**config.mk**
```make
export PLATFORM = sky130hd
export DESIGN_NAME = working_day_counter
export DESIGN_NICKNAME = d
export VERILOG_FILES = /design/src/rtl/wdc_pkg.sv /design/src/rtl/working_day_counter.sv
export SDC_FILE = /design/constraint.sdc
export NUM_CORES = 1
export LEC_CHECK = 0
export BUFFER_PORTS_ARGS = -buffer_cell sky130_fd_sc_hd__buf_2
export CAP_MARGIN = 0
export CORE_ASPECT_RATIO = 1.25
export CORE_MARGIN = 4
export CORE_UTILIZATION = 60
export CTS_BUF_LIST = sky130_fd_sc_hd__clkbuf_4 sky130_fd_sc_hd__clkbuf_8
export DETAILED_ROUTE_END_ITERATION = 8
export GPL_ROUTABILITY_DRIVEN = 0
export PLACE_DENSITY = 0.77
export SLEW_MARGIN = 15
export SYNTH_ARGS = -nofsm -noshare
export SYNTH_HDL_FRONTEND = slang
export SYNTH_SLANG_ARGS = --single-unit
```
**constraint.sdc**
```tcl
create_clock -name clock -period 11.5 [get_ports clock]
set_input_delay 2.875 -clock clock [delete_from_list [all_inputs] [get_ports clock]]
set_output_delay 2.875 -clock clock [all_outputs]
set_load 0.01 [all_outputs]
```
**src/rtl/wdc_pkg.sv**
```systemverilog
// Shared types, constants and the control store of the working day counter.
package wdc_pkg;

   localparam int MASK_W  = 7;
   localparam int COUNT_W = 22;
   localparam int DAYN_W  = 23;   // day number, difference and running total
   localparam int UPC_W   = 5;

   localparam logic [MASK_W-1:0]  MASK_RESET = 7'd96;   // Friday and Saturday
   localparam logic [COUNT_W-1:0] COUNT_MAX  = 22'd4194303;

   // floor(x * RECIP_100 >> 16) == x / 25 for x below 4681, so y / 100 from x = y / 4
   localparam logic [15:0] RECIP_100 = 16'd2622;
   // floor(x * RECIP_7 >> 26) == x / 7 for every 23-bit x
   localparam logic [23:0] RECIP_7   = 24'd9586981;
   localparam logic [14:0] YEAR_BIAS = 15'd400;
   localparam logic [23:0] DAYS_YEAR = 24'd365;
   localparam logic [3:0]  MONTH_JAN = 4'd1;
   localparam logic [3:0]  MONTH_FEB = 4'd2;
   localparam logic [3:0]  MONTH_DEC = 4'd12;

   // multiplier operand selects
   localparam logic [2:0] MUL_NONE  = 3'd0;
   localparam logic [2:0] MUL_Y4    = 3'd1;
   localparam logic [2:0] MUL_YY4   = 3'd2;
   localparam logic [2:0] MUL_YY365 = 3'd3;
   localparam logic [2:0] MUL_N7    = 3'd4;
   localparam logic [2:0] MUL_S7    = 3'd5;
   localparam logic [2:0] MUL_QPW   = 3'd6;

   // datapath operations
   localparam logic [3:0] OP_NOP    = 4'd0;
   localparam logic [3:0] OP_YQ     = 4'd1;
   localparam logic [3:0] OP_CHECK  = 4'd2;
   localparam logic [3:0] OP_ADD365 = 4'd3;
   localparam logic [3:0] OP_CENT   = 4'd4;
   localparam logic [3:0] OP_DIFF   = 4'd5;
   localparam logic [3:0] OP_Q7     = 4'd6;
   localparam logic [3:0] OP_MODS   = 4'd7;
   localparam logic [3:0] OP_TOTAL  = 4'd8;
   localparam logic [3:0] OP_STEP   = 4'd9;

   // sequencing conditions
   localparam logic [1:0] COND_NEXT = 2'd0;
   localparam logic [1:0] COND_SKIP = 2'd1;
   localparam logic [1:0] COND_LOOP = 2'd2;
   localparam logic [1:0] COND_END  = 2'd3;

   localparam logic [UPC_W-1:0] STEP_LOOP = 5'd15;
   localparam logic [UPC_W-1:0] STEP_END  = 5'd16;

   typedef struct packed {
      logic [4:0]  start_day;
      logic [3:0]  start_month;
      logic [13:0] start_year;
      logic [4:0]  end_day;
      logic [3:0]  end_month;
      logic [13:0] end_year;
   } req_type;

   typedef struct packed {
      logic [COUNT_W-1:0] working_days;
      logic               date_invalid;
   } rsp_type;

   typedef struct packed {
      logic             sel_end;
      logic [2:0]       mul_sel;
      logic [3:0]       alu_op;
      logic [1:0]       cond;
      logic [UPC_W-1:0] target;
   } ctrl_word_type;

   function automatic logic [4:0] month_len(input logic [3:0] m);
      case (m)
         4'd1, 4'd3, 4'd5, 4'd7, 4'd8, 4'd10, 4'd12: month_len = 5'd31;
         4'd4, 4'd6, 4'd9, 4'd11:                     month_len = 5'd30;
         4'd2:                                        month_len = 5'd28;
         default:                                     month_len = 5'd0;
      endcase
   endfunction

   // days before the month in a year that starts in March
   function automatic logic [8:0] month_offset(input logic [3:0] m);
      case (m)
         4'd3:    month_offset = 9'd0;
         4'd4:    month_offset = 9'd31;
         4'd5:    month_offset = 9'd61;
         4'd6:    month_offset = 9'd92;
         4'd7:    month_offset = 9'd122;
         4'd8:    month_offset = 9'd153;
         4'd9:    month_offset = 9'd184;
         4'd10:   month_offset = 9'd214;
         4'd11:   month_offset = 9'd245;
         4'd12:   month_offset = 9'd275;
         4'd1:    month_offset = 9'd306;
         4'd2:    month_offset = 9'd337;
         default: month_offset = 9'd0;
      endcase
   endfunction

   function automatic ctrl_word_type ucode(input logic [UPC_W-1:0] upc);
      case (upc)
         // start date to day number
         5'd0:    ucode = '{1'b0, MUL_Y4,    OP_NOP,    COND_NEXT, 5'd0};
         5'd1:    ucode = '{1'b0, MUL_YY4,   OP_YQ,     COND_NEXT, 5'd0};
         5'd2:    ucode = '{1'b0, MUL_YY365, OP_CHECK,  COND_NEXT, 5'd0};
         5'd3:    ucode = '{1'b0, MUL_NONE,  OP_ADD365, COND_NEXT, 5'd0};
         5'd4:    ucode = '{1'b0, MUL_NONE,  OP_CENT,   COND_NEXT, 5'd0};
         // end date to day number
         5'd5:    ucode = '{1'b1, MUL_Y4,    OP_NOP,    COND_NEXT, 5'd0};
         5'd6:    ucode = '{1'b1, MUL_YY4,   OP_YQ,     COND_NEXT, 5'd0};
         5'd7:    ucode = '{1'b1, MUL_YY365, OP_CHECK,  COND_NEXT, 5'd0};
         5'd8:    ucode = '{1'b1, MUL_NONE,  OP_ADD365, COND_NEXT, 5'd0};
         5'd9:    ucode = '{1'b1, MUL_NONE,  OP_CENT,   COND_NEXT, 5'd0};
         // span, whole weeks and leftover days
         5'd10:   ucode = '{1'b0, MUL_NONE,  OP_DIFF,   COND_SKIP, STEP_END};
         5'd11:   ucode = '{1'b0, MUL_N7,    OP_NOP,    COND_NEXT, 5'd0};
         5'd12:   ucode = '{1'b0, MUL_S7,    OP_Q7,     COND_NEXT, 5'd0};
         5'd13:   ucode = '{1'b0, MUL_QPW,   OP_MODS,   COND_NEXT, 5'd0};
         5'd14:   ucode = '{1'b0, MUL_NONE,  OP_TOTAL,  COND_NEXT, 5'd0};
         5'd15:   ucode = '{1'b0, MUL_NONE,  OP_STEP,   COND_LOOP, STEP_LOOP};
         5'd16:   ucode = '{1'b0, MUL_NONE,  OP_NOP,    COND_END,  5'd0};
         default: ucode = '{1'b0, MUL_NONE,  OP_NOP,    COND_END,  5'd0};
      endcase
   endfunction

endpackage

```
**src/rtl/working_day_counter.sv**
```systemverilog
// A result takes longer the more leftover days the loop steps through; a word with an
// invalid date or an end not after the start skips the week and leftover-day steps.
// Throughput: one word at a time, set by the microprogram and its one multiplier;
// a new word is taken while the previous result still waits on a stalled output.
// Reset (synchronous): sequencer idle, no result pending, weekend mask Friday and
// Saturday.
module working_day_counter (
   input  logic                         clock,
   input  logic                         reset,
   input  logic                         req_valid,
   output logic                         req_stall,
   input  wdc_pkg::req_type             req_data,
   output logic                         rsp_valid,
   input  logic                         rsp_stall,
   output wdc_pkg::rsp_type             rsp_data,
   input  logic                         csr_wr_en,
   input  logic [wdc_pkg::MASK_W-1:0]   csr_wr_data
);

   localparam int DW = wdc_pkg::DAYN_W;

   // control state
   logic                        busy_ff, busy_in;
   logic [wdc_pkg::UPC_W-1:0]   upc_ff, upc_in;
   logic [wdc_pkg::MASK_W-1:0]  mask_ff;
   logic                        rsp_valid_ff, rsp_valid_in;

   // datapath
   wdc_pkg::req_type            req_ff;
   wdc_pkg::rsp_type            rsp_ff, rsp_in;
   logic [46:0]                 prod_ff, prod_in;
   logic [7:0]                  ylq_ff, ylq_in;
   logic [7:0]                  yyq_ff, yyq_in;
   logic [DW-1:0]               acc_ff, acc_in;
   logic [DW-1:0]               s_ff, s_in;
   logic [DW-1:0]               e_ff, e_in;
   logic [DW-1:0]               n_ff, n_in;
   logic [20:0]                 q7_ff, q7_in;
   logic [2:0]                  rem_ff, rem_in;
   logic [2:0]                  dow_ff, dow_in;
   logic [DW-1:0]               total_ff, total_in;
   logic                        invalid_ff, invalid_in;

   wdc_pkg::ctrl_word_type      cw;
   logic                        accept;
   logic                        out_free;

   logic [4:0]                  d;
   logic [3:0]                  m;
   logic [13:0]                 y;
   logic                        early;
   logic [14:0]                 yy;
   logic [DW-1:0]               sp3;
   logic [DW-1:0]               opa;
   logic [23:0]                 opb;
   logic [2:0]                  per_week;
   logic [14:0]                 century_y;
   logic                        y_is_cent;
   logic                        leap;
   logic [4:0]                  mlen;
   logic                        date_ok;
   logic [7:0]                  cent_corr;
   logic [wdc_pkg::COUNT_W-1:0] count_sat;

   assign cw        = wdc_pkg::ucode(upc_ff);
   assign accept    = req_valid && !req_stall;
   assign out_free  = !rsp_valid_ff || !rsp_stall;
   assign req_stall = busy_ff;
   assign rsp_valid = rsp_valid_ff;
   assign rsp_data  = rsp_ff;

   // date picked by the current control word
   assign d = cw.sel_end ? req_ff.end_day   : req_ff.start_day;
   assign m = cw.sel_end ? req_ff.end_month : req_ff.start_month;
   assign y = cw.sel_end ? req_ff.end_year  : req_ff.start_year;

   assign early = (m <= wdc_pkg::MONTH_FEB);
   assign yy    = {1'b0, y} + wdc_pkg::YEAR_BIAS - {14'd0, early};
   assign sp3   = s_ff + DW'(3);

   // leap test from y / 100 held in ylq_ff
   assign century_y = 15'(ylq_ff) * 15'd100;
   assign y_is_cent = ({1'b0, y} == century_y);
   assign leap      = ((y[1:0] == 2'd0) && !y_is_cent) || (y_is_cent && (ylq_ff[1:0] == 2'd0));
   assign mlen      = (m == wdc_pkg::MONTH_FEB) ? (leap ? 5'd29 : 5'd28)
                                                : wdc_pkg::month_len(m);
   assign date_ok   = (m >= wdc_pkg::MONTH_JAN) && (m <= wdc_pkg::MONTH_DEC) &&
                      (d != 5'd0) && (d <= mlen);

   // -yy/100 + yy/400
   assign cent_corr = yyq_ff - {2'b00, yyq_ff[7:2]};

   assign count_sat = total_ff[DW-1] ? wdc_pkg::COUNT_MAX : total_ff[wdc_pkg::COUNT_W-1:0];

   always_comb begin
      per_week = 3'd0;
      for (int i = 0; i < wdc_pkg::MASK_W; i++) begin
         per_week = per_week + 3'(!mask_ff[i]);
      end
   end

   // shared multiplier
   always_comb begin
      case (cw.mul_sel)
         wdc_pkg::MUL_Y4: begin
            opa = DW'(y[13:2]);
            opb = 24'(wdc_pkg::RECIP_100);
         end
         wdc_pkg::MUL_YY4: begin
            opa = DW'(yy[14:2]);
            opb = 24'(wdc_pkg::RECIP_100);
         end
         wdc_pkg::MUL_YY365: begin
            opa = DW'(yy);
            opb = wdc_pkg::DAYS_YEAR;
         end
         wdc_pkg::MUL_N7: begin
            opa = n_ff;
            opb = wdc_pkg::RECIP_7;
         end
         wdc_pkg::MUL_S7: begin
            opa = sp3;
            opb = wdc_pkg::RECIP_7;
         end
         wdc_pkg::MUL_QPW: begin
            opa = DW'(q7_ff);
            opb = 24'(per_week);
         end
         default: begin
            opa = '0;
            opb = '0;
         end
      endcase
      prod_in = 47'(opa) * 47'(opb);
   end

   // datapath operations
   always_comb begin
      ylq_in     = ylq_ff;
      yyq_in     = yyq_ff;
      acc_in     = acc_ff;
      s_in       = s_ff;
      e_in       = e_ff;
      n_in       = n_ff;
      q7_in      = q7_ff;
      rem_in     = rem_ff;
      dow_in     = dow_ff;
      total_in   = total_ff;
      invalid_in = invalid_ff;
      if (busy_ff) begin
         case (cw.alu_op)
            wdc_pkg::OP_YQ: begin
               ylq_in = prod_ff[23:16];
            end
            wdc_pkg::OP_CHECK: begin
               invalid_in = invalid_ff || !date_ok;
               yyq_in     = prod_ff[23:16];
               acc_in     = DW'(yy[14:2]) + DW'(wdc_pkg::month_offset(m)) + DW'(d) - DW'(1);
            end
            wdc_pkg::OP_ADD365: begin
               acc_in = acc_ff + prod_ff[DW-1:0];
            end
            wdc_pkg::OP_CENT: begin
               if (cw.sel_end) begin
                  e_in = acc_ff - DW'(cent_corr);
               end else begin
                  s_in = acc_ff - DW'(cent_corr);
               end
            end
            wdc_pkg::OP_DIFF: begin
               n_in = e_ff - s_ff;
            end
            wdc_pkg::OP_Q7: begin
               q7_in = prod_ff[46:26];
            end
            wdc_pkg::OP_MODS: begin
               // x - 7q is below 7 and equals x + q modulo 8
               rem_in = n_ff[2:0] + q7_ff[2:0];
               dow_in = sp3[2:0] + prod_ff[28:26];
            end
            wdc_pkg::OP_TOTAL: begin
               total_in = prod_ff[DW-1:0];
            end
            wdc_pkg::OP_STEP: begin
               if (rem_ff != 3'd0) begin
                  total_in = total_ff + DW'(!mask_ff[dow_ff]);
                  dow_in   = (dow_ff == 3'd6) ? 3'd0 : dow_ff + 3'd1;
                  rem_in   = rem_ff - 3'd1;
               end
            end
            default: begin
            end
         endcase
      end
      if (accept) begin
         total_in   = '0;
         invalid_in = 1'b0;
      end
   end

   // sequencer
   always_comb begin
      busy_in      = busy_ff;
      upc_in       = upc_ff;
      rsp_valid_in = rsp_valid_ff && rsp_stall;
      rsp_in       = rsp_ff;
      if (busy_ff) begin
         case (cw.cond)
            wdc_pkg::COND_NEXT: begin
               upc_in = upc_ff + wdc_pkg::UPC_W'(1);
            end
            wdc_pkg::COND_SKIP: begin
               upc_in = (invalid_ff || (e_ff <= s_ff)) ? cw.target
                                                       : upc_ff + wdc_pkg::UPC_W'(1);
            end
            wdc_pkg::COND_LOOP: begin
               upc_in = (rem_ff > 3'd1) ? cw.target : upc_ff + wdc_pkg::UPC_W'(1);
            end
            wdc_pkg::COND_END: begin
               // hold until the output register can take the word
               if (out_free) begin
                  busy_in                = 1'b0;
                  rsp_valid_in           = 1'b1;
                  rsp_in.working_days    = count_sat;
                  rsp_in.date_invalid    = invalid_ff;
               end
            end
            default: begin
               busy_in = 1'b0;
            end
         endcase
      end else if (accept) begin
         busy_in = 1'b1;
         upc_in  = '0;
      end
   end

   always_ff @(posedge clock) begin
      if (reset) begin
         busy_ff      <= 1'b0;
         upc_ff       <= '0;
         rsp_valid_ff <= 1'b0;
         mask_ff      <= wdc_pkg::MASK_RESET;
      end else begin
         busy_ff      <= busy_in;
         upc_ff       <= upc_in;
         rsp_valid_ff <= rsp_valid_in;
         if (csr_wr_en) begin
            mask_ff <= csr_wr_data;
         end
      end
   end

   always_ff @(posedge clock) begin
      if (accept) begin
         req_ff <= req_data;
      end
      rsp_ff     <= rsp_in;
      prod_ff    <= prod_in;
      ylq_ff     <= ylq_in;
      yyq_ff     <= yyq_in;
      acc_ff     <= acc_in;
      s_ff       <= s_in;
      e_ff       <= e_in;
      n_ff       <= n_in;
      q7_ff      <= q7_in;
      rem_ff     <= rem_in;
      dow_ff     <= dow_in;
      total_ff   <= total_in;
      invalid_ff <= invalid_in;
   end

endmodule

```
# Yosys cells after proc, flatten, opt, wreduce, memory -nomap -nowiden
# Memories as Yosys holds them, arrays and structs flattened. A register that Yosys moved wholly into a read port is not among the register bits.
# Cells that the tools add are included.
[word_totals] regBits=289 rom_bits=704 in_bits=58 out_inout_bits=25 wordCells=161 n_memories=3
[classes] n_addsub=22 n_mul=2 magnitude_cmp=7 n_eq_ne=23 muxes=33 n_bitwise=1 n_reduce_logical=46
[mem_list] name="(no name shown)" words=32 word_bits=15 read_ports=1 rd_ports_with_merged_regs=1 wr=0 line_no="wdc_pkg.sv:103" text="case (upc)"
[mem_list] name="(no name shown)" words=16 word_bits=9 read_ports=1 rd_ports_with_merged_regs=0 wr=0 line_no="wdc_pkg.sv:85" text="case (m)"
[mem_list] name="(no name shown)" words=16 word_bits=5 read_ports=1 rd_ports_with_merged_regs=0 wr=0 line_no="wdc_pkg.sv:75" text="case (m)"
[ops] cell="23-bit one-hot mux with 6 select lines" n=1
[ops] cell="24-bit one-hot mux with 4 select lines" n=1
[ops] cell="23-bit one-hot mux with 2 select lines" n=2
[ops] cell="23-bit by 24-bit multiplier with 47-bit output" n=1
[ops] cell="5-bit 2-to-1 mux" n=8
[ops] cell="23-bit by 1-bit adder with 23-bit output" n=1
[ops] cell="23-bit by 2-bit adder with 23-bit output (second input constant)" n=1
[ops] cell="23-bit adder" n=1
[ops] cell="23-bit less-or-equal comparator" n=1
[ops] cell="23-bit 2-to-1 mux" n=1
[ops] cell="23-bit subtractor" n=1
[ops] cell="23-bit by 8-bit subtractor with 23-bit output" n=1
[ops] cell="9-bit 2-to-1 mux" n=2
[ops] cell="4-bit by 3-bit == test with 1-bit output (second input constant)" n=4
[ops] cell="15-bit by 1-bit subtractor with 16-bit output (second input constant)" n=1
[ops] cell="14-bit by 5-bit adder with 15-bit output" n=1
[ops] cell="14-bit by 9-bit adder with 15-bit output (second input constant)" n=1
[ops] cell="14-bit by 15-bit == test with 1-bit output" n=1
[ops] cell="5-bit one-hot mux with 3 select lines" n=1
[ops] cell="3-bit AND reduction" n=5
[ops] cell="15-bit by 1-bit subtractor with 15-bit output" n=1
[ops] cell="13-bit by 9-bit adder with 14-bit output" n=1
[ops] cell="14-bit 2-to-1 mux" n=1
[ops] cell="1-bit logical NOT" n=13
[ops] cell="39 further kinds" n=82

# Depth between registers and ports, before layout
[depth] word_depth=11 depth_mapped=44 depth_no_buf=42

# Worst setup path after synthesis
# OpenSTA, ideal clock, no wires.
[synth_timing] path_kind="flip-flop to flip-flop" from="reg cw[14] (netlist name)" to="reg prod_ff[45]" setup_ps=72 arrival_ps=9759 t_required_ps=11428 slack_ps=1668 path_stages_with_launch=41 n_path_buf=2 period_less_slack_ps=9832 path_cell_list="dfxtp_1 > buf_2 > buf_2 > mux2i_1 > inv_1 > ha_1 > o21a_1 > ha_1 > inv_1 > ha_1 > inv_1 > fa_1 > nor2b_1 > o21ai_0 > a21boi_0 > o21ai_0 > a32oi_1 > nor2_1 > [5 not listed] > fa_1 > inv_1 > fa_1 > fa_1 > fa_1 > inv_1 > fa_1 > inv_1 > ha_1 > a21oi_1 > o21ai_0 > a211oi_1 > and3_1 > a211oi_1 > nor3_1 > nor2_1 > a31oi_1 > xnor2_1"
[synth_between] elab_chain_len=5 word_cells_on_any_way=7 classes_between="add/sub: 2; mul: 1; order compare: 1; mux: 3"
[synth_rtl] item="14-bit 2-to-1 mux / 4-bit 2-to-1 mux (equally long branches)" line_no="working_day_counter.sv:75, working_day_counter.sv:74"
[synth_rtl] item="14-bit by 9-bit adder with 15-bit output / 4-bit by 2-bit less-or-equal comparator with 1-bit output (equally long branches)" line_no="working_day_counter.sv:78, working_day_counter.sv:77"
[synth_rtl] item="15-bit by 1-bit subtractor with 15-bit output" line_no="working_day_counter.sv:78" text="assign yy = {1'b0, y} + wdc_pkg::YEAR_BIAS - {14'd0, early};"
[synth_rtl] item="23-bit one-hot mux with 6 select lines (*)" line_no="working_day_counter.sv:104" text="case (cw.mul_sel)"
[synth_rtl] item="23-bit by 24-bit multiplier with 47-bit output (*)" line_no="working_day_counter.sv:134" text="prod_in = 47'(opa) * 47'(opb);"
[synth_rtl] item="net prod_in[45]" line_no="working_day_counter.sv:31" text="logic [46:0] prod_ff, prod_in;"
[synth_rtl] item="end signal, assigned" line_no="working_day_counter.sv:259" text="prod_ff <= prod_in;"
[synth_rtl] item="end, declared" line_no="working_day_counter.sv:31"
# Mark *: on every way through the listed nets, which the timed path passes. The rest lies on a longest branch.
# A chain may end at the register's enable or synchronous reset.

# Worst setup path after layout
[layout_timing] from="reg cw[14] (netlist name)" to="reg prod_ff[41]"
[layout_between] elab_chain_len=5 word_cells_on_any_way=7 classes_between="add/sub: 2; mul: 1; order compare: 1; mux: 3"
[layout_rtl] item="14-bit 2-to-1 mux / 4-bit 2-to-1 mux (equally long branches)" line_no="working_day_counter.sv:75, working_day_counter.sv:74"
[layout_rtl] item="14-bit by 9-bit adder with 15-bit output / 4-bit by 2-bit less-or-equal comparator with 1-bit output (equally long branches)" line_no="working_day_counter.sv:78, working_day_counter.sv:77"
[layout_rtl] item="15-bit by 1-bit subtractor with 15-bit output" line_no="working_day_counter.sv:78"
[layout_rtl] item="23-bit one-hot mux with 6 select lines (*)" line_no="working_day_counter.sv:104"
[layout_rtl] item="23-bit by 24-bit multiplier with 47-bit output (*)" line_no="working_day_counter.sv:134"
[layout_rtl] item="net prod_in[41]" line_no="working_day_counter.sv:31"
# Marked as above.

==> summary.txt <==
Cells and area
  – Area Overhead vs Synth: 8.48%
  – FILL cells: 3770
  – Final design utilization: 66.0%
  – Share of cells above drive strength 1: between 8 and 9%
  – Final non-filler cell area: between 30000 and 40000 um^2
  – Fin nets: 3918
  – Non-filler instance count after layout: 3896

Yosys
  – Synth top area cells: edfxtp_1 21%, fa_1 17%, ha_1 17%
  – Number of flops mapped to enable cells by yosys: 204
  – Netlist cell types: 94
  – Asr flop ratio synth: 0%
  – #FFs+latches synth: 299
  – Top_reg_cell synth: edfxtp_1
  – Adder-Cell Fraction of Synth Area: 33.8%
  – Syn Area/Cell: around 9.6 um^2
  – Largest family of logic cells by synthesized area: adder cells
  – Yosys top cell by area: edfxtp_1
  – Warnings, synthesis: 0
  – Mapped cell area: 29500 um^2
  – Synth Area in Simple Gates: 11.9%
  – Multiplexer share of the synthesized area: around 1.8%
  – Synth Area in XOR/XNOR: 5.11%
  – Register area share after synthesis: 27.2%
  – Gate Count Post-Synth: 3071
  – Synth Area in Compound Gates: 12.0%
  – Area share of the largest cell type after synthesis: 20.8%

Setup path
  – Crit Reg-Reg Startpoint: cw[14]$_SDFF_PP0_
  – CP startpoint kind: flop
  – CP Data Required Time: 11990 ps
  – Crit path DAT: 11250 ps
  – FF-to-FF setup slack: approximately 740 ps
  – Crit path largest cell delay: approximately 640 ps
  – Slowest-stage cell, CP: dfxtp_2
  – Nature of the critical path endpoint: flop
  – Crit-path most repeated cell: fa_1
  – Crit-path max FO: 17
  – Worst r2r path cells: 39
  – Crit Path Class: flop to flop
  – R2R Path End: prod_ff[41]$_DFF_P_

GRT
  – Met2 global-route usage: roughly half
  – Met3 Usage GRT: under 10%
  – Vias in the first global route: 24236
  – Initial antenna violation count: 1
  – Busiest grt layer: met2
  – Gr ovfl total: 0
  – Pin count of the biggest net entering global routing: 72
  – Tot GR Track Use: 30.9%
  – Met1 usage: 35.2%
  – First-pass GRT wire length: 128000 um

STA
  – Worst Max-Slew Pin Slew: roughly 1300 ps
  – Worst hold margin: slightly below 400 ps
  – Fin worst setup slack: 743 ps
  – Relative slew slack: 12.6%
  – Final Max Tran Viols: 0
  – Final Hold Viols: 0
  – Post-route clock period utilization: 93.5%
  – RSZ-0062 raised after global routing: false
  – Min cycle time layout: 10760 ps
  – Clock skew: approximately 64 ps
  – Fmax achieved: 0.0930 GHz
  – Setup violators final: 0
  – Setup_tns: 0 ps

Outcome
  – Failing checks: DRC
  – Outcome: finished with violations

Clock network
  – Clk slew on worst S/H paths: 70 ps
  – Num CTS Buffers: 46
  – Clock Sinks: 299
  – Clk Tree Root Cell: clkbuf_8
  – CTS tree: yes
  – Postcts setup bufs: 0
  – Clock Path Buffers: 3
  – Clk_lat worst skew: 650 ps
  – Post-CTS Hold Fix Bufs: 0
  – Depth of the CTS H-tree: 2

Worst hold path
  – Hold wc startpoint: prod_ff[36]$_DFF_P_
  – Hold EP: q7_ff[10]$_DFFE_PP_
  – Hold Crit Class: flop to flop
  – Worst hold path depth: 0

Floorplan
  – Core area: 48400 um^2
  – Die area: about 53000 um^2
  – DIE HEIGHT: 256 um
  – Die width: 206 um
  – Num rows: 90
  – Starting Density: 60.8%
  – Ports: 83

Detailed routing
  – DRC Markers: 1
  – Initial DRC count: 2217
  – Via density: 6.00
  – WL/cell: 21.0 um
  – Final wirelength: 81900 um
  – Detail Route Antenna Nets: 0
  – Routed vias: 23395
  – Pre-antenna DRT Iters: 9

Power and ir drop
  – Power per cell area: 228 nW/um^2
  – Final Total Pwr: just over 7 mW
  – Peak supply drop: 561 uV
  – Leakage: about 15 nW

Place
  – # port buffers: 82
  – HPWL after DPL: 66100 um
  – Place WS: around 610 ps
  – Post-Place Cell Area: between 30000 and 40000 um^2
  – Placed Cells: ~3800

Run
  – MaxCap Viol Count: 0
-- logic make-up (layout without fill, tap and decap cells) --
kind of cell,count (synthesis),after routing
AO/OA/AOI/OAI,551,551
XOR/XNOR,171,171
adder cells (fa/ha/maj),647,647
buffers and inverters,625,768
flip-flops,299,299
multiplexers,50,50
other,2,40
AND/OR/NAND/NOR,726,726
-- registers in the layout, summed over array words and instances, names as in the netlist --
| signal | cells |
|---|---|
| prod_ff | 45 |
| acc_ff | 23 |
| ylq_ff | 8 |
| invalid_ff | 1 |
| s_ff | 23 |
| dow_ff | 3 |
| e_ff | 23 |
| yyq_ff | 8 |
| mask_ff | 7 |
| req_ff | 46 |
| n_ff | 23 |
| rem_ff | 3 |
| q7_ff | 21 |
| rsp_valid | 1 |
| req_stall | 1 |
| upc_ff | 5 |
| cw | 12 |
| total_ff | 23 |
| rsp_data | 23 |
-- final cells by class --
type | count | area [um^2] | share of cell area, %
Sequential cell | 299 | 8030 | 25.1
Clock inverter | 10 | 100 | 0.313
Timing Repair Buffer | 117 | 673 | 2.11
Clock buffer | 75 | 932 | 2.92
Inverter | 566 | 2130 | 6.65
Tap cell | 644 | 806 | 2.52
Antenna cell | 2 | 5.00 | 0.0157
Multi-Input combinational cell | 2183 | 19300 | 60.4
-- worst max-delay path by stage --
stage / from / to / slack (ps) / depth (start not counted)
floorplan: cw[14]$_SDFF_PP0_ / prod_ff[45]$_DFF_P_ / 1670 / 40
global placement: cw[14]$_SDFF_PP0_ / prod_ff[46]$_DFF_P_ / 1070 / 38
detailed placement: cw[14]$_SDFF_PP0_ / prod_ff[44]$_DFF_P_ / 610 / 38
CTS: cw[14]$_SDFF_PP0_ / prod_ff[44]$_DFF_P_ / 620 / 38
global route: cw[14]$_SDFF_PP0_ / prod_ff[41]$_DFF_P_ / 30 / 38
finish: cw[14]$_SDFF_PP0_ / prod_ff[41]$_DFF_P_ / 740 / 39
-- cells in the mapped netlist (52+ instances only) --
cell      count
inv_1       564
ha_1        398
fa_1        249
nor2_1      245
edfxtp_1    204
nand2_1     156
a21oi_1     148
o21ai_0     123
xnor2_1     120
dfxtp_1      95
nand3_1      52
-- placed cells by master, fill, tap and decap left out, drive strengths merged, types with 13 or more instances in the layout --
master  synthesis  routed
inv           564     567
ha            398     398
fa            249     249
nor2          245     245
edfxtp        204     204
nand2         157     157
a21oi         148     148
o21ai         133     133
xnor2         121     121
buf            11     117
dfxtp          95      95
clkbuf         48      75
nand3          52      52
nor3           51      51
xor2           50      50
a21o           49      49
mux2i          41      41
conb            2      38
or2            38      38
nand2b         37      37
a211oi         33      33
nor2b          28      28
o21a           23      23
and3           23      23
and2           22      22
o22ai          21      21
a31oi          20      20
or3            19      19
o21bai         16      16
nand4          14      14
a22oi          13      13
nor4           13      13
-- critical path: cells and delay by family (launching register included) --
kind,cells,cell delay [ps]
multiplexers,1,480
buffers and inverters,7,510
AND/OR/NAND/NOR,6,1080
flip-flops,1,640
adder cells (fa/ha/maj),12,5000
XOR/XNOR,1,140
AO/OA/AOI/OAI,12,2800
-- routing by layer --
metal / vias to the layer above / routed length, um
met1: 11255 / 28900
met4: 0 / 7540
met3: 399 / 6350
li1: 10603 / -
met2: 1138 / 39100
met5: - / 0
-- what timing repair did --
item,4_1_cts,5_1_grt
hold endpoints to repair,0,0
resized for setup,0,2
setup endpoints to repair,0,8
-- power breakdown --
part	internal, mW	leakage (nW)	switching, mW
registers	1.30	2.66	0.141
logic	1.79	12.1	3.04
clock network	0.542	0.554	0.454
total	3.64	15.3	3.63
(Power assumes the default switching activity.)
